File: config.mk
export PLATFORM = sky130hd
export DESIGN_NAME = salct_way_update
export DESIGN_NICKNAME = d
export VERILOG_FILES = /design/src/rtl/salct_pkg.sv /design/src/rtl/salct_way_update.sv
export SDC_FILE = /design/constraint.sdc
export NUM_CORES = 1
export LEC_CHECK = 0
export BUFFER_PORTS_ARGS = -buffer_cell sky130_fd_sc_hd__buf_4
export CELL_PAD_IN_SITES_DETAIL_PLACEMENT = 0
export CELL_PAD_IN_SITES_GLOBAL_PLACEMENT = 1
export CORE_AREA = 5 5 444 446
export DETAILED_ROUTE_END_ITERATION = 12
export DIE_AREA = 0 0 449 451
export PLACE_DENSITY = 0.3
export RECOVER_POWER = 25
export SETUP_SLACK_MARGIN = 0.02
export SYNTH_ARGS = -nofsm -noshare
export SYNTH_HDL_FRONTEND = slang
export SYNTH_SLANG_ARGS = --single-unit
export TNS_END_PERCENT = 5
File: constraint.sdc
create_clock -name vclk -period 62.9
set_input_delay 12.58 -clock vclk [all_inputs]
set_output_delay 12.58 -clock vclk [all_outputs]
set_load 0.02 [all_outputs]
File: src/rtl/salct_pkg.sv
// ----------------------------------------------------------------------------
// salct_pkg
// Shared types and constants of the set-associative LRU cache tag store.
// ----------------------------------------------------------------------------
`default_nettype none

package salct_pkg;

   // Defaults for the top-level parameters.
   localparam int DEF_MAX_SET_BITS = 6;
   localparam int DEF_MAX_WAYS     = 8;

   localparam int TAG_W   = 64;
   localparam int ADDR_W  = 64;
   localparam int RANK_W  = 3;
   localparam int COUNT_W = 32;
   localparam int KIND_W  = 2;

   localparam logic [RANK_W-1:0] RANK_TOP = 3'd7;

   // Access kinds.
   localparam logic [KIND_W-1:0] REQ_LOAD   = 2'd0;
   localparam logic [KIND_W-1:0] REQ_STORE  = 2'd1;
   localparam logic [KIND_W-1:0] REQ_MODIFY = 2'd2;
   localparam logic [KIND_W-1:0] REQ_FETCH  = 2'd3;

   // Register file layout.
   localparam int CSR_ADDR_W = 4;
   localparam int CSR_DATA_W = 32;
   localparam logic [1:0] CSR_IDX_SET_BITS    = 2'd0;
   localparam logic [1:0] CSR_IDX_WAYS_IN_USE = 2'd1;
   localparam logic [1:0] CSR_IDX_BLOCK_BITS  = 2'd2;

   typedef struct packed {
      logic [2:0] set_bits;
      logic [3:0] ways_in_use;
      logic [5:0] block_bits;
   } cfg_type;

   typedef struct packed {
      logic hit;
      logic miss;
      logic evict;
   } lookup_result_type;

endpackage

`default_nettype wire

File: src/rtl/salct_way_update.sv
// ----------------------------------------------------------------------------
// salct_way_update
// Compares the tag against all ways of a set, picks the hit, free or victim
// way and computes the updated valid bits, ranks and tags of the set.
// ----------------------------------------------------------------------------
`default_nettype none

module salct_way_update #(
   parameter int MAX_WAYS  = salct_pkg::DEF_MAX_WAYS,
   parameter int WAY_CNT_W = $clog2(MAX_WAYS + 1)
) (
   input  wire  [WAY_CNT_W-1:0]                               ways,
   input  wire  [salct_pkg::TAG_W-1:0]                        tag,
   input  wire  [MAX_WAYS-1:0]                                valid,
   input  wire  [MAX_WAYS-1:0][salct_pkg::RANK_W-1:0]         rank,
   input  wire  [MAX_WAYS-1:0][salct_pkg::TAG_W-1:0]          tags,
   output salct_pkg::lookup_result_type                       result,
   output logic [MAX_WAYS-1:0]                                new_valid,
   output logic [MAX_WAYS-1:0][salct_pkg::RANK_W-1:0]         new_rank,
   output logic [MAX_WAYS-1:0][salct_pkg::TAG_W-1:0]          new_tag
);

   logic [MAX_WAYS-1:0]             in_use;
   logic [MAX_WAYS-1:0]             match;
   logic [MAX_WAYS-1:0]             free;
   logic [MAX_WAYS-1:0]             hit_oh;
   logic [MAX_WAYS-1:0]             free_oh;
   logic [MAX_WAYS-1:0]             victim_oh;
   logic [MAX_WAYS-1:0]             target_oh;
   logic [salct_pkg::RANK_W-1:0]    best_rank;
   logic [salct_pkg::RANK_W-1:0]    limit_rank;
   logic                            is_hit;
   logic                            has_free;
   logic [MAX_WAYS-1:0]             age;

   always_comb begin
      for (int w = 0; w < MAX_WAYS; w++) begin
         in_use[w] = WAY_CNT_W'(w) < ways;
         match[w]  = in_use[w] && valid[w] && (tags[w] == tag);
         free[w]   = in_use[w] && !valid[w];
      end
   end

   // Lowest set bit wins.
   assign hit_oh   = match & (~match + 1'b1);
   assign free_oh  = free & (~free + 1'b1);
   assign is_hit   = |match;
   assign has_free = |free;

   // Victim is the used way of largest rank, lowest way on a tie.
   always_comb begin
      victim_oh = '0;
      best_rank = '0;
      for (int w = 0; w < MAX_WAYS; w++) begin
         if (in_use[w] && (w == 0 || rank[w] > best_rank)) begin
            best_rank    = rank[w];
            victim_oh    = '0;
            victim_oh[w] = 1'b1;
         end
      end
   end

   assign target_oh = is_hit ? hit_oh : (has_free ? free_oh : victim_oh);

   always_comb begin
      limit_rank = '0;
      for (int w = 0; w < MAX_WAYS; w++) begin
         if (target_oh[w]) begin
            limit_rank = limit_rank | rank[w];
         end
      end
   end

   // A fill into a free way ages every other valid line; a hit or an
   // eviction ages only lines younger than the target line.
   always_comb begin
      for (int w = 0; w < MAX_WAYS; w++) begin
         age[w] = in_use[w] && valid[w] && !target_oh[w]
                  && (rank[w] != salct_pkg::RANK_TOP)
                  && ((!is_hit && has_free) || (rank[w] < limit_rank));
         if (target_oh[w]) begin
            new_rank[w] = '0;
         end else if (age[w]) begin
            new_rank[w] = rank[w] + salct_pkg::RANK_W'(1);
         end else begin
            new_rank[w] = rank[w];
         end
         new_tag[w] = (!is_hit && target_oh[w]) ? tag : tags[w];
      end
   end

   assign new_valid    = valid | target_oh;
   assign result.hit   = is_hit;
   assign result.miss  = !is_hit;
   assign result.evict = !is_hit && !has_free;

endmodule

`default_nettype wire

# Word-level counts from Yosys, hierarchy flattened
# Index checks and enable logic that the tools add are counted.
dict set report op_classes {
  multipliers 0
  eq_ne 16
  n_mux 49
  n_addsub 10
  bitwise_logic 12
  reduce_logical 93
  order_cmp 23
  shift 0
  div 0
}
# cell n
set op_table {}
lappend op_table {{equality test 64 bit} 8}
lappend op_table {{two-way mux 64 bit} 8}
lappend op_table {{two-way mux 3 bit} 31}
lappend op_table {{two-way mux 8 bit} 9}
lappend op_table {{logical AND 1 bit} 65}
lappend op_table {{adder 3 x 1 -> 3 bit (second input constant)} 8}
lappend op_table {{less-than comparator 3 bit} 8}
lappend op_table {{inequality test 3 bit (second input constant)} 8}
lappend op_table {{> comparator 3 bit} 7}
lappend op_table {{bitwise OR 3 bit} 7}
lappend op_table {{zero test 1 bit} 18}
lappend op_table {{adder 8 x 1 -> 8 bit (second input constant)} 2}
lappend op_table {{AND 8 bit} 2}
lappend op_table {{less-than comparator 3 x 4 -> 1 bit (first input constant)} 4}
lappend op_table {{NOT 8 bit} 2}
lappend op_table {{OR reduction 8 bit} 2}
lappend op_table {{logical OR 1 bit} 8}
lappend op_table {{less-than comparator 1 x 4 -> 1 bit (first input constant)} 2}
lappend op_table {{less-than comparator 2 x 4 -> 1 bit (first input constant)} 2}
lappend op_table {{bitwise OR 8 bit} 1}
lappend op_table {{two-way mux 1 bit} 1}
dict set report word_totals {
  latchBits 0
  ram_bits 0
  memories 0
  word_cells 203
  register_bits 0
  input_bits 612
  out_inout_bits 547
  mem_bits_ro 0
}

# Longest topological paths before layout
dict set report depth {
  word_depth 45
  ltp_mapped 65
  depth_no_buf 63
}

# Least setup slack after synthesis
# Ideal clock, no wire load.
dict set report synth_path {
  path_type {input -> output}
  from {in ways[2]}
  to {out new_rank[18] (netlist name)}
  path_stages 59
  path_buffers 2
  slack_ps 25298
  t_arrival_ps 25022
  required_time_ps 50320
  cell_sequence {buf_2 or4_4 and2_1 ha_1 nand3_1 o21ai_0 nor2_1 mux2_2 ha_1 o32ai_2 a31oi_1 o21ai_0 ha_1 nor3_1 a21o_1 a21oi_1 a21oi_1 mux2_2 [23 not listed] ha_1 o21ai_0 a32oi_1 a21o_1 nor3_1 nand2_1 a21oi_1 a211oi_2 nor3b_1 clkbuf_1 a222oi_1 nand3_1 a211oi_1 ha_1 a21o_1 a211oi_1 a21oi_1 a311oi_1}
}
# element line_no
set synth_rtl {}
lappend synth_rtl {{from (decl)} salct_way_update.sv:12} ;# input wire [WAY_CNT_W-1:0] ways,
lappend synth_rtl {{to (decl)} salct_way_update.sv:19} ;# output logic [MAX_WAYS-1:0][salct_pkg::RANK_W-1:0] new_rank,

==> implementation parameters <==
Parameter                              Value

Die
  Core Rows    161
  Core area    192000 sq um
  Die outline area    202000 sq um
  Number of primary I/O pins    1159
  DIE HEIGHT    451 microns
  Initial cell density of the core    0.0867
  Horizontal die dimension    449 microns

Synth
  Number of different library cells in the post-synthesis netlist    89
  Synthesized instance count    2073
  Number of warning messages in the yosys log    0
  Net count after synthesis    2730
  Syn Std Cell Area    16700 sq um
  Proportion of synthesized chip area in sequential cells    0
  Syn_area_per_cell    8.04 sq um

Placement
  DP Wirelength    216 mm
  Weighted congestion at the end of routability-driven global placement    0.894
  Port-buffer cells    1159
  Placement-stage worst setup slack    22.96 ns
  # placed instances    5618

Cells and area
  Fillers    22481
  Nets    3751
  Count of non-filler cells in the finished layout    5649
  Final Util    0.144
  Number of clock buffer instances in the layout    0
  Post-synthesis to final-layout area growth    65.6%
  Most frequent cells in the layout    buf_4 (1094), mux2_2 (488), xnor2_1 (262)
  Share of layout cells above drive strength 1    0.528
  Area occupied by multi-input gates    15600 sq um
  Most frequent standard cell in the layout excluding fill and tap cells    buf_4
  Register area    0 sq um
  Sequential cell count of the final layout    0

Route
  First DRT Iteration DRCs    1770
  Vias    22721
  Post-DR wirelength/cell    44.0 microns
  Antenna Nets Post-Route    0
  Overall routed net length    249 mm
  Met2 wire length    127 mm
  Highest layer used for signal routing    met5
  Routed metal-1 wire length    102 mm
  Count of unresolved DRC violations after routing    0
  Count of TritonRoute iterations in the first routing pass    5
  Total length of routed met3 wires    15.3 mm
  Per-cell via count in the routed design    4.02

Critical path
  Required time at the worst-slack endpoint    50.32 ns
  Number of buffer and inverter instances along the worst setup path    4
  Type of the worst setup path    in -> out
  Launching element type of the critical path    input port
  Largest driver fanout on the critical path    67
  Crit path capture type    output pin
  Critical path's slowest cell    clkbuf_1
  Longest individual stage delay on the worst path    2.93 ns
  Cell seen most often among critical-path stages    ha_1
  Kind of cell adding the most delay to the critical path    compound AO/OA/AOI/OAI gates
  WP data arrival    31.00 ns

STA
  Transition time at the pin with the least slew margin    4.21 ns
  Final Hold Viols    0
  Final worst-path setup slack    19.32 ns
  Total negative setup slack    0 ns
  Post-route minimum period    43.58 ns
  Setup-failing EPs final    0
  RSZ-0062 raised after global routing    false
  Final Hold Slack    25.49 ns
  Max Clk Rate    0.0229 GHz
  Share of the clock period used by the worst path after layout    0.693
  Final count of pins violating max slew    165
  Slew margin rel.    -1.81

GRT
  Vias in the first global route    23128
  Initial antenna violation count    126
  First-pass GRT wire length    300 mm
  Final global-route overflow total    0
  Maximum number of pins on one net before global-route repair    68
  Total track usage    0.231

Clock tree
  Number of cells upsized or downsized after cts    0
  # hold bufs at CTS    0
  Post-CTS setup-driven buffer insertion count    0

Power
  Switching Share    0.635
  Reported net switching power    204 uW
  Share of total power in the clock network    0
  Worst voltage drop across the vdd grid    0.00642 mV
  Combinational fraction of design power    1.000
  Total power divided by cell area    11.6 nW/um^2
  Leakage component of the power    0.0108 uW
  Share of power burned in registers    0
  Total internal power    117 uW

Run
  Max-cap check violation count    4

Run status
  Result of the run    finished, violations left
  Violated checks    max-capacitance violations, max-slew violations

Hold path
  HP Class    in -> out
cell families after synthesis:
| kind of cell | after synthesis | synth area share |
|---|---|---|
| simple gates | 612 | 0.209 |
| fa+ha+maj | 46 | 0.0344 |
| xor+xnor | 506 | 0.266 |
| compound gates | 162 | 0.0741 |
| mux | 521 | 0.351 |
| buf+inv | 226 | 0.0658 |
worst paths after layout:
| kind | slack [ns] | endpoint | cells after the start | startpoint |
|---|---|---|---|---|
| worst min-delay path | 25.49 | new_tag[10] | 3 | tags[10] |
| worst max-delay path | 19.32 | new_rank[4] | 63 | ways[3] |
cells in the mapped netlist, types with 22 or more instances:
| cell type | number | share of area |
|---|---|---|
| a21oi_1 | 22 | 0.0066 |
| buf_2 | 100 | 0.030 |
| buf_4 | 31 | 0.014 |
| clkbuf_1 | 59 | 0.013 |
| ha_1 | 45 | 0.034 |
| inv_1 | 31 | 0.0070 |
| mux2_2 | 497 | 0.34 |
| nand2_1 | 96 | 0.022 |
| nand3_1 | 35 | 0.011 |
| nand4_1 | 107 | 0.040 |
| nor2_1 | 80 | 0.018 |
| nor2b_1 | 32 | 0.012 |
| nor3_1 | 34 | 0.010 |
| nor4_1 | 123 | 0.046 |
| o21ai_0 | 28 | 0.0084 |
| xnor2_1 | 262 | 0.14 |
| xor2_1 | 244 | 0.13 |
final cells by class:
class | instances | area share
antenna | 31 | 0.00281
tap | 2526 | 0.114
multi-input combinational | 1847 | 0.565
inverter | 31 | 0.00421
timing repair buffer | 1214 | 0.314
layer usage:
| layer | vias to the layer above | global-route usage |
|---|---|---|
| met5 | - | 0 |
| met4 | 84 | 0.0298 |
| met3 | 234 | 0.0530 |
| met2 | 1117 | 0.428 |
| met1 | 11622 | 0.278 |
| li1 | 9664 | - |
per-stage QoR:
stage / total power (uW) / instance area (sq um)
after floorplan: 150 / 16700
after global placement: 330 / 28000
after detailed placement: 328 / 28000
after CTS: 329 / 28000
after global routing: 334 / 27500
final: 321 / 27600
power by group through the flow:
| stage | clock [uW] | sequential [uW] | combinational [uW] |
|---|---|---|---|
| final | 0.0000106 | 0 | 321 |
| after global routing | 0.00000649 | 0 | 334 |
| after CTS | 0 | 0 | 329 |
| after detailed placement | 0 | 0 | 328 |
| after global placement | 0 | 0 | 330 |
| after floorplan | 0 | 0 | 150 |
No activity file was read; power rests on OpenSTA's default activity.
