==> src/rtl/salct_pkg.sv <==
// ----------------------------------------------------------------------------
// salct_pkg
// Shared types and constants of the set-associative LRU cache tag store.
// ----------------------------------------------------------------------------
`default_nettype none

package salct_pkg;

   // Defaults for the top-level parameters.
   localparam int DEF_MAX_SET_BITS = 6;
   localparam int DEF_MAX_WAYS     = 8;

   localparam int TAG_W   = 64;
   localparam int ADDR_W  = 64;
   localparam int RANK_W  = 3;
   localparam int COUNT_W = 32;
   localparam int KIND_W  = 2;

   localparam logic [RANK_W-1:0] RANK_TOP = 3'd7;

   // Access kinds.
   localparam logic [KIND_W-1:0] REQ_LOAD   = 2'd0;
   localparam logic [KIND_W-1:0] REQ_STORE  = 2'd1;
   localparam logic [KIND_W-1:0] REQ_MODIFY = 2'd2;
   localparam logic [KIND_W-1:0] REQ_FETCH  = 2'd3;

   // Register file layout.
   localparam int CSR_ADDR_W = 4;
   localparam int CSR_DATA_W = 32;
   localparam logic [1:0] CSR_IDX_SET_BITS    = 2'd0;
   localparam logic [1:0] CSR_IDX_WAYS_IN_USE = 2'd1;
   localparam logic [1:0] CSR_IDX_BLOCK_BITS  = 2'd2;

   typedef struct packed {
      logic [2:0] set_bits;
      logic [3:0] ways_in_use;
      logic [5:0] block_bits;
   } cfg_type;

   typedef struct packed {
      logic hit;
      logic miss;
      logic evict;
   } lookup_result_type;

endpackage

`default_nettype wire

==> src/rtl/salct_csr.sv <==
// ----------------------------------------------------------------------------
// salct_csr
// Configuration registers behind a simple APB-style port.
// ----------------------------------------------------------------------------
`default_nettype none

module salct_csr (
   input  wire                                   clock,
   input  wire                                   reset,
   input  wire                                   csr_psel,
   input  wire                                   csr_penable,
   input  wire                                   csr_pwrite,
   input  wire  [salct_pkg::CSR_ADDR_W-1:0]      csr_paddr,
   input  wire  [salct_pkg::CSR_DATA_W-1:0]      csr_pwdata,
   output logic [salct_pkg::CSR_DATA_W-1:0]      csr_prdata,
   output logic                                  csr_pready,
   output salct_pkg::cfg_type                    cfg
);

   salct_pkg::cfg_type cfg_ff;
   logic               wr_strobe;
   logic [1:0]         reg_idx;

   assign wr_strobe  = csr_psel && csr_penable && csr_pwrite;
   assign reg_idx    = csr_paddr[3:2];
   assign csr_pready = 1'b1;
   assign cfg        = cfg_ff;

   always_ff @(posedge clock) begin
      if (reset) begin
         cfg_ff.set_bits    <= 3'd0;
         cfg_ff.ways_in_use <= 4'd1;
         cfg_ff.block_bits  <= 6'd0;
      end else if (wr_strobe) begin
         case (reg_idx)
            salct_pkg::CSR_IDX_SET_BITS:    cfg_ff.set_bits    <= csr_pwdata[2:0];
            salct_pkg::CSR_IDX_WAYS_IN_USE: cfg_ff.ways_in_use <= csr_pwdata[3:0];
            salct_pkg::CSR_IDX_BLOCK_BITS:  cfg_ff.block_bits  <= csr_pwdata[5:0];
            default: ;
         endcase
      end
   end

   always_comb begin
      case (reg_idx)
         salct_pkg::CSR_IDX_SET_BITS:    csr_prdata = 32'(cfg_ff.set_bits);
         salct_pkg::CSR_IDX_WAYS_IN_USE: csr_prdata = 32'(cfg_ff.ways_in_use);
         salct_pkg::CSR_IDX_BLOCK_BITS:  csr_prdata = 32'(cfg_ff.block_bits);
         default:                        csr_prdata = '0;
      endcase
   end

endmodule

`default_nettype wire

==> config.mk <==
export PLATFORM = sky130hd
export DESIGN_NAME = salct_csr
export DESIGN_NICKNAME = d
export VERILOG_FILES = /design/src/rtl/salct_pkg.sv /design/src/rtl/salct_csr.sv
export SDC_FILE = /design/constraint.sdc
export NUM_CORES = 1
export LEC_CHECK = 0
export ABC_AREA = 1
export BUFFER_PORTS_ARGS = -buffer_cell sky130_fd_sc_hd__buf_2
export CAP_MARGIN = 5
export CORE_AREA = 4 4 55 57
export CTS_CLUSTER_DIAMETER = 80
export DETAILED_ROUTE_END_ITERATION = 10
export DIE_AREA = 0 0 59 61
export PLACE_DENSITY = 0.79
export SYNTH_ARGS = -nofsm -noshare
export SYNTH_HDL_FRONTEND = slang
export SYNTH_SLANG_ARGS = --single-unit
export TNS_END_PERCENT = 20
==> constraint.sdc <==
create_clock -name clock -period 1.2 [get_ports clock]
set_clock_uncertainty 0.2 [all_clocks]
set_input_delay 0.18 -clock clock [delete_from_list [all_inputs] [get_ports clock]]
set_output_delay 0.18 -clock clock [all_outputs]
set_load 0.05 [all_outputs]
# Word-level counts from Yosys, hierarchy flattened
# Cells that the tools add are included.
# totals
register_bits	13
inputBits	41
output_inout_bits	46
wordCells	12
# op_classes
n_eq_ne	2
n_mux	1
n_reduce_logical	6
# op_table
operator	n
$pmux 6 s3	1
$reduce_and 2->1	3
$eq 2x1->1 const B	1
$eq 2x2->1 const B	1
$logic_and 1x1->1	2
$logic_not 2->1	1

# Logic depth before layout (Yosys ltp)
# Gate-level depths: netlist of the first run.
# logic_depth
ltp_word	3
depth_mapped	6
depth_no_buf	5

# Worst setup path after synthesis of the first run
# OpenSTA, ideal clock, no wires.
# synth_timing
path_type	flip-flop to output port
from	reg cfg_ff (netlist bit cfg[4])
to	out csr_prdata[4] (netlist name)
arrival_ns	1.379
path_slack_ns	-0.559
stages_incl_launch_ff	3
path_buffers	0
cell_sequence	dfxtp_1 inv_1 nor2_1
# synth_via
elab_chain_len	1
# synth_rtl
element	line	text
start: declaration	salct_csr.sv:20	salct_pkg::cfg_type cfg_ff;
$pmux 6 s3	salct_csr.sv:45	case (reg_idx)
end: declaration	salct_csr.sv:15	output logic [salct_pkg::CSR_DATA_W-1:0] csr_prdata,
# Every way passes these cells.

# Worst setup path in the final report of the first run
# layout_timing
from	reg cfg_ff (netlist bit cfg[9])
to	out csr_prdata[3] (netlist name)
# The elaborated chain is that of the path after synthesis.

==> metrics, run 1 <==
initial antenna violation count=0; clk sinks=13; syn_area_per_cell=6.320 um^2; Adder-Cell Fraction of Synth Area=0; post-synth top area share=0.3028; DR pass1 iterations=4; Pleak=0.6475 nW; multiplexer area fraction after synthesis=0; status=finished, violations left; site row count=18; cell area power density=925.8 nW/um^2; Hold Path Class=in2reg; WL per Instance=10.09 um; Finished Layout Cells=208; H-tree depth=1; failing checks=setup timing; Final Hold Vio Count=0; total chip power=roughly 1.1 mW; most numerous cell in the Yosys netlist=nor2_1; latest clock arrival within the worst-skew pair=0.27 ns; max-slew violations=0; Max VDD drop=roughly 0.58 mV; critical path's slowest cell=dfxtp_2; CP startpoint=cfg[9]; layout cells sized above 1=0.4045; vias in the first global route=750; simple logic cell fraction of the synthesized area=0.3755; Port Buffer Count=31; post-route minimum period=approximately 1.3 ns; placer congestion estimate=about 0.74; Critical Path Sink=csr_prdata[3]; CP Capture Type=primary output; endpoints failing setup=8; Total Routing Usage GR=0.1191; Critical R2R Launch=cfg[6]; RSZ-0062 raised after global routing=yes; fin util=0.4924; max cap viols=0; Synth Area in XOR/XNOR=0; TritonCTS clock tree=done; fill count=244; fin nets=220; top cells by count, synth=nor2_1 (31), nand2_1 (29), buf_4 (27); Post-Syn Area=859.6 um^2; drc violations=0; largest family of logic cells by synthesized area=simple AND/OR/NAND/NOR gates; Initial Util=0.3470; worst path required time=0.82 ns; Starting DRT DRC Count=26; die height=61 um; Die Width=just under 60 um; Fmax=approximately 760 MHz; area taken by multi-input logic gates=479.2 um^2; Core Region=2477 um^2; via count=871; most used cell, CP=nand2_1; worst hold slack=0.008977 ns; Yosys reg bits=13; R2R setup slack=0.40 ns; io pins=87; sequential share of the synthesized area=0.3028; CTS root buf=clkbuf_4; placed cells=between 200 and 250; cts bufs inserted=3; CP arrival=0.93 ns; Detail Route Antenna Nets=0; clk slew on worst S/H paths=0.08 ns; Post-DP HPWL=approximately 1600 um; slowest stage delay, CP=0.36 ns; grt ovf=0; async set-reset flop share out of synthesis=0; Layout area overhead=41.92%; setup_tns=-0.7565 ns; Post-Route WL=2099 um; die area=3599 um^2; pin count of the biggest net entering global routing=14; Via-to-Cell Ratio=roughly 4.2; Cells after Synth=136; critical path peak fanout=3; CP Class=reg2out; n_diodes=0; Synth cell types=11; max reg flops=13; fin worst setup slack=-0.1115 ns; Syn. warnings=0; FF-to-FF path depth=2; Final Cycle Share=1.093; first-pass GRT wire length=approximately 3200 um; Post-synth EDFFs=0; startpoint types=register; Cell Chain, Critical Path=nand2_1 > nand2_1 > buf_6; Bufs on Longest Clock Path=2; Storage cell area=between 200 and 300 um^2; area leader, netlist=dfxtp_1; RR Endpoint=cfg[6]; Primary FF master, synth=dfxtp_1; compound-gate portion of the synthesized area=0.005822; Synth area leaders=dfxtp_1 (30%), buf_4 (24%), nor2_1 (14%)
## routing by layer
metal / global-route usage / vias to the layer above / wire, um
li1: - / 442 / -
met4: 0.06796 / 0 / 27
met5: 0 / - / 0
met3: 0.02766 / 5 / 201
met1: 0.1339 / 378 / 778
met2: 0.2066 / 46 / 1092
## cell type report
cell class,instances,area share
Sequential cell,13,0.2267
Inverter,12,0.03692
Clock buffer,4,0.02154
Tap cell,30,0.03077
Multi-Input combinational cell,107,0.3928
Timing Repair Buffer,42,0.2913
## power breakdown
| group | internal [mW] | total (mW) | switching [mW] |
|---|---|---|---|
| registers | 0.442 | 0.451 | 0.00906 |
| logic | 0.0860 | 0.401 | 0.315 |
| clock network | 0.129 | 0.277 | 0.148 |
## kinds of logic (layout without fill, tap and decap cells)
group,after synthesis,after routing
other cells,2,27
buf+inv,41,58
flops,13,13
simple gates,79,79
compound gates,1,1
## layout by cell type (no fill, tap or decap), drive strengths merged
master       netlist  layout
nor2              33      33
nand2             29      29
dlygate4sd3        0       1
dfxtp             13      13
nand3             17      17
conb               2      27
clkbuf             0       4
o21ai              1       1
buf               29      41
inv               12      12
## worst min-delay path by stage
stage                        from  depth (start not counted)  endpoint
floorplan           csr_pwdata[0]                          2    cfg[6]
global placement    csr_pwdata[0]                          3    cfg[6]
detailed placement  csr_pwdata[0]                          3    cfg[6]
CTS                 csr_pwdata[5]                          5    cfg[5]
global route        csr_pwdata[5]                          5    cfg[5]
finish              csr_pwdata[5]                          5    cfg[5]
## metrics by stage
| stage | setup slack, ns | instance area (um^2) |
|---|---|---|
| 2_1_floorplan | -0.1598 | 997.2 |
| 4_1_cts | -0.1201 | 1162 |
| 3_5_place_dp | -0.1748 | 1039 |
| 3_3_place_gp | -0.2017 | 1039 |
| 5_1_grt | -0.1598 | 1220 |
| 6_report | -0.1115 | 1220 |
## timing repair
item	in CTS	in global routing
setup buffers	0	1
resized for setup	33	15
pin swaps	2	2
hold buffers	1	0
hold endpoints to repair	1	0
setup endpoints to repair	19	19
## critical path, delay by kind of cell (launching register included)
family,cells,cell delay [ns]
flip-flops,1,0.36
buffers and inverters,1,0.16
AND/OR/NAND/NOR,2,0.13
Power figures use the tool's default switching activity.
==> run 2: changes to the inputs <==
--- a/config.mk
+++ b/config.mk
@@ -9,10 +9,11 @@
 export BUFFER_PORTS_ARGS = -buffer_cell sky130_fd_sc_hd__buf_2
 export CAP_MARGIN = 5
 export CORE_AREA = 4 4 55 57
-export CTS_CLUSTER_DIAMETER = 80
+export CTS_CLUSTER_DIAMETER = 30
 export DETAILED_ROUTE_END_ITERATION = 10
 export DIE_AREA = 0 0 59 61
 export PLACE_DENSITY = 0.79
+export SKIP_LAST_GASP = 1
 export SYNTH_ARGS = -nofsm -noshare
 export SYNTH_HDL_FRONTEND = slang
 export SYNTH_SLANG_ARGS = --single-unit
==> run 2 against run 1 <==
  * The flow still finishes with violations (setup timing)
  * Largest cell class unchanged
  * Highest routed layer unchanged
  * Worst hold slack improved by 0.0026 ns
  * Largest power group unchanged
  * Final cell count fell by 0.48%
  * Global-route usage barely moved
  * Non-clock buffer count fell by 1
  * Critical path depth did not move
  * Core utilization fell by 3.1 points
  * Setup slack improved by 0.0067 ns
  * Die area did not move
  * First-iteration DRC count fell by 42%
  * Flip-flop and latch count did not move
  * Register-to-register slack barely moved
==> metrics, run 2 (synthesis gave the netlist of run 1 again) <==
status=finished, violations left; failing checks=setup timing; Seq pwr share=0.403 (+0.003); clk slew on worst S/H paths=0.08 ns (about the same); Port Buffer Count=31 (unchanged); max cap viols=0 (unchanged); Max VDD drop=0.4981 mV (-14%); pin count of the biggest net entering global routing=14 (unchanged); Post-DP Area=1039 um^2 (unchanged); CP Capture Type=primary output; fin nets=219 (-0.45%); Final Hold Vio Count=0 (unchanged); commonest non-fill, non-tap cell in the layout=nor2_1; pre-CTS WS=-0.1748 ns (unchanged); clk sinks=13 (unchanged); die area=3599 um^2 (unchanged); Post-Route WL=1997 um (-4.9%); clock network power share=0.250 (+0.005); Initial Util=0.3470 (unchanged); Pleak=0.6330 nW (-2.2%); Int Pwr=0.6465 mW (-1.6%); Hold Path Class=in2reg; layout cells sized above 1=0.3955 (-0.009014); RSZ-0062 raised after global routing=yes; CP Class=reg2out; NetSw=0.4697 mW (-0.52%); worst path required time=0.82 ns (about the same); grt ovf=0 (unchanged); startpoint types=register; switching fraction of total power=0.4208 (+0.002739); slowest stage delay, CP=0.35 ns (about the same); Post-DP HPWL=1649 um (unchanged); fin worst setup slack=-0.1049 ns (+0.006664 ns); Total Routing Usage GR=0.1187 (-0.0004411); Fmax=766.4 MHz (+0.51%); Finished Layout Cells=207 (-0.48%); post-route minimum period=1.305 ns (-0.006664 ns); placer congestion estimate=0.7390 (unchanged); FF-to-FF path depth=2 (unchanged); Core Region=2477 um^2 (unchanged); endpoints failing setup=19 (+11); Setup Buffers After CTS=0 (unchanged); Detail Route Antenna Nets=0 (unchanged); critical path peak fanout=3 (unchanged); Bufs on Longest Clock Path=2 (unchanged); Final Cell Area=1142 um^2 (-6.4%); n_diodes=0 (unchanged); Starting DRT DRC Count=15 (-42%); cts bufs inserted=3 (unchanged); Die Width=59 um (unchanged); site row count=18 (unchanged); drc violations=0 (unchanged); DR pass1 iterations=4 (unchanged); H-tree depth=1 (unchanged); latest clock arrival within the worst-skew pair=0.28 ns (about the same); TritonCTS clock tree=done; worst hold slack=0.01162 ns (+0.002647 ns); io pins=87 (unchanged); Layout area overhead=32.90%; critical path's slowest cell=dfxtp_2; CP arrival=0.92 ns (about the same); Hold Path Stages=5 (unchanged); max-slew violations=0 (unchanged); part of the power in combinational logic=0.347 (-0.008); die height=61 um (unchanged); initial antenna violation count=0 (unchanged); Final Cycle Share=1.087 (-0.005553); max reg flops=13 (unchanged); fin util=0.4611 (-0.03131); placed cells=202 (unchanged); vias in the first global route=743 (-0.93%); cell area power density=977.1 nW/um^2 (+5.5%); WL per Instance=9.647 um (-4.4%); Cell Chain, Critical Path=nand2_1 > nand3_2 > buf_6; first-pass GRT wire length=3215 um (-0.22%); CTS root buf=clkbuf_4; commonest cells after routing, fill and taps aside=nor2_1 (29), conb_1 (27), nand2_1 (24), buf_2 (24), nand3_1 (14); via count=850 (-2.4%); Via-to-Cell Ratio=4.106 (-1.9%)
==> run 2: per-stage QoR <==
step,TNS [ns],total power [mW]
after floorplan,-0.5582,0.8284
after global routing,-2.188,1.168
after detailed placement,-1.987,0.8278
final,-1.425,1.116
after global placement,-1.838,0.8254
after CTS,-1.542,1.110
==> run 2: cell type report <==
| class | instances | area [um^2] |
|---|---|---|
| fillers | 264 | 1335 |
| multi-input cells | 107 | 476.7 |
| repair buffers | 41 | 280.3 |
| flip-flops and latches | 13 | 276.5 |
| inverters | 12 | 45.04 |
| well taps | 30 | 37.54 |
| clock buffers | 4 | 26.28 |
==> run 2: worst paths after layout <==
check / from / to / slack [ns]
worst max register to register: cfg[6] / cfg[6] / 0.40
worst min-delay path: csr_pwdata[5] / cfg[5] / 0.01
worst max-delay path: cfg[1] / csr_prdata[1] / -0.10
worst min register to register: cfg[11] / cfg[11] / 0.29
==> run 2: metal layers <==
layer,share of wire,wire [um],vias to the layer above,global-route usage
met1,0.37,745,366,0.1378
met3,0.098,195,4,0.02766
met4,0.019,37,0,0.06796
li1,-,-,441,-
met5,0,0,-,0
met2,0.51,1019,39,0.2003
==> run 2: power groups by stage <==
stage / sequential, mW / combinational, mW / clock [mW]
2_1_floorplan: 0.491 / 0.337 / 0
3_5_place_dp: 0.459 / 0.369 / 0
6_report: 0.449 / 0.388 / 0.279
3_3_place_gp: 0.458 / 0.367 / 0
5_1_grt: 0.451 / 0.413 / 0.304
4_1_cts: 0.449 / 0.380 / 0.281
==> run 2: critical path: cells and delay by family (launching register included) <==
family        cells  cell delay, ns
buf+inv           1            0.15
flops             1            0.35
simple gates      2            0.14
==> run 2: repair_timing <==
action                                  CTS  global route
pin swaps                                 1             3
resized for setup                        17             8
hold endpoints to repair                  1             0
endpoints found under the setup margin   19            19
hold buffers                              1             0
==> run 3: changes to the inputs <==
--- a/config.mk
+++ b/config.mk
@@ -13,6 +13,7 @@
 export DETAILED_ROUTE_END_ITERATION = 10
 export DIE_AREA = 0 0 59 61
 export PLACE_DENSITY = 0.79
+export RECOVER_POWER = 50
 export SKIP_LAST_GASP = 1
 export SYNTH_ARGS = -nofsm -noshare
 export SYNTH_HDL_FRONTEND = slang
==> run 3 against run 2 <==
  * The run still ends with setup timing left
  * Total power barely moved
  * Flip-flop and latch count stayed put
  * Sequential power barely moved
  * Sequential share of layout area unchanged
  * Die area stayed put
  * Design area unchanged
  * Worst hold slack about the same
  * Register-to-register slack about the same
  * Non-clock buffer count stayed put
  * Global-route usage stayed put
  * Clock-buffer cell count did not move
  * Critical endpoint unchanged
  * Largest cell class unchanged
==> metrics, run 3 (synthesis gave the netlist of run 1 again) <==
CP Capture Type=primary output; clk sinks=13 (unchanged); initial antenna violation count=0 (unchanged); Final Cycle Share=1.088 (about the same); Initial Util=0.3470 (unchanged); Layout area overhead=32.90% (unchanged); n_diodes=0 (unchanged); Port Buffer Count=31 (unchanged); fill count=264 (unchanged); Int Pwr=0.6463 mW (about the same); vias in the first global route=743 (unchanged); Detail Route Antenna Nets=0 (unchanged); grt ovf=0 (unchanged); critical path peak fanout=3 (unchanged); CP arrival=0.93 ns (about the same); Pleak=0.6328 nW (about the same); Core Region=2477 um^2 (unchanged); Max VDD drop=0.4982 mV (about the same); TritonCTS clock tree=done; NetSw=0.4700 mW (about the same); commonest non-fill, non-tap cell in the layout=nor2_1; die height=61 um (unchanged); cell area power density=977.2 nW/um^2 (about the same); status=finished, violations left; Seq pwr share=0.403 (about the same); endpoints failing setup=19 (unchanged); commonest cells after routing, fill and taps aside=nor2_1 (29), conb_1 (27), nand2_1 (24), buf_2 (24), nand3_1 (14); Via-to-Cell Ratio=4.111 (+0.12%); via count=851 (+0.12%); max cap viols=0 (unchanged); io pins=87 (unchanged); post-route minimum period=1.305 ns (+0.0001940 ns); max-slew violations=0 (unchanged); site row count=18 (unchanged); WL per Instance=9.662 um (+0.15%); Final Cell Area=1142 um^2 (unchanged); switching fraction of total power=0.4210 (about the same); drc violations=0 (unchanged); placer congestion estimate=0.7390 (unchanged); CTS root buf=clkbuf_4; Setup Buffers After CTS=0 (unchanged); part of the power in combinational logic=0.347 (about the same); die area=3599 um^2 (unchanged); Final Hold Vio Count=0 (unchanged); DR pass1 iterations=4 (unchanged); Starting DRT DRC Count=15 (unchanged); Total Routing Usage GR=0.1187 (unchanged); first-pass GRT wire length=3215 um (unchanged); Fmax=766.2 MHz (about the same); failing checks=setup timing; pre-CTS WS=-0.1748 ns (unchanged); fin nets=219 (unchanged); Post-DP Area=1039 um^2 (unchanged); max reg flops=13 (unchanged); worst path required time=0.82 ns (about the same); clk slew on worst S/H paths=0.08 ns (about the same); clock network power share=0.250 (about the same); latest clock arrival within the worst-skew pair=0.28 ns (about the same); CP Class=reg2out; Post-Route WL=2000 um (+0.15%); Die Width=59 um (unchanged); Hold Path Class=in2reg; H-tree depth=1 (unchanged); fin worst setup slack=-0.1051 ns (-0.0001940 ns); cts bufs inserted=3 (unchanged); RSZ-0062 raised after global routing=yes; Post-DP HPWL=1649 um (unchanged); layout cells sized above 1=0.3955 (unchanged); Bufs on Longest Clock Path=2 (unchanged); total chip power=1.116 mW (about the same); startpoint types=register; pin count of the biggest net entering global routing=14 (unchanged)
==> run 3: stage by stage <==
stage | hold WS [ns] | std cells | TNS [ns] | util
after floorplan | 0.1061 | 161 | -0.5582 | -
final | 0.01155 | 207 | -1.425 | 0.4611
after detailed placement | 0.2203 | 202 | -1.987 | 0.4192
after CTS | 0.009685 | 207 | -1.542 | 0.4510
after global routing | 0.03853 | 207 | -2.188 | 0.4611
after global placement | 0.2130 | 202 | -1.838 | 0.4192
==> run 3: power by group through the flow <==
| stage | logic (mW) | clock network, mW | registers [mW] |
|---|---|---|---|
| global route | 0.413 | 0.304 | 0.451 |
| detailed placement | 0.369 | 0 | 0.459 |
| CTS | 0.380 | 0.281 | 0.449 |
| floorplan | 0.337 | 0 | 0.491 |
| global placement | 0.367 | 0 | 0.458 |
| finish | 0.388 | 0.279 | 0.449 |
==> run 3: timing repair <==
item | 4_1_cts | 5_1_grt
pin swaps | 1 | 3
endpoints found under the hold margin | 1 | 0
setup endpoints to repair | 19 | 19
resized for setup | 17 | 8
hold buffers | 1 | 0
gates cloned | 0 | 0
==> run 3: worst max-delay path, stage by stage, from the launching register on <==
cell,delay [ns]
dfxtp_2,0.35
nand2_1,0.07
nand3_2,0.07
buf_6,0.15
==> run 3: worst paths after layout <==
path | from | depth (start not counted) | to | slack (ns)
max | cfg[1] | 3 | csr_prdata[1] | -0.11
min | csr_pwdata[5] | 5 | cfg[5] | 0.01
max reg2reg | cfg[6] | 2 | cfg[6] | 0.40
min reg2reg | cfg[11] | 2 | cfg[11] | 0.29
==> run 3: cell type report <==
type	count	area, um^2	area share
tap	30	37.54	0.03286
clock buffer	4	26.28	0.02300
inverter	12	45.04	0.03943
multi-input combinational	107	476.7	0.4173
timing repair buffer	41	280.3	0.2453
sequential	13	276.5	0.2421
==> run 3: metal layers <==
metal	track usage	routed length, um
met1	0.1378	742
met2	0.2003	1024
met3	0.02766	195
met4	0.06796	37
met5	0	0
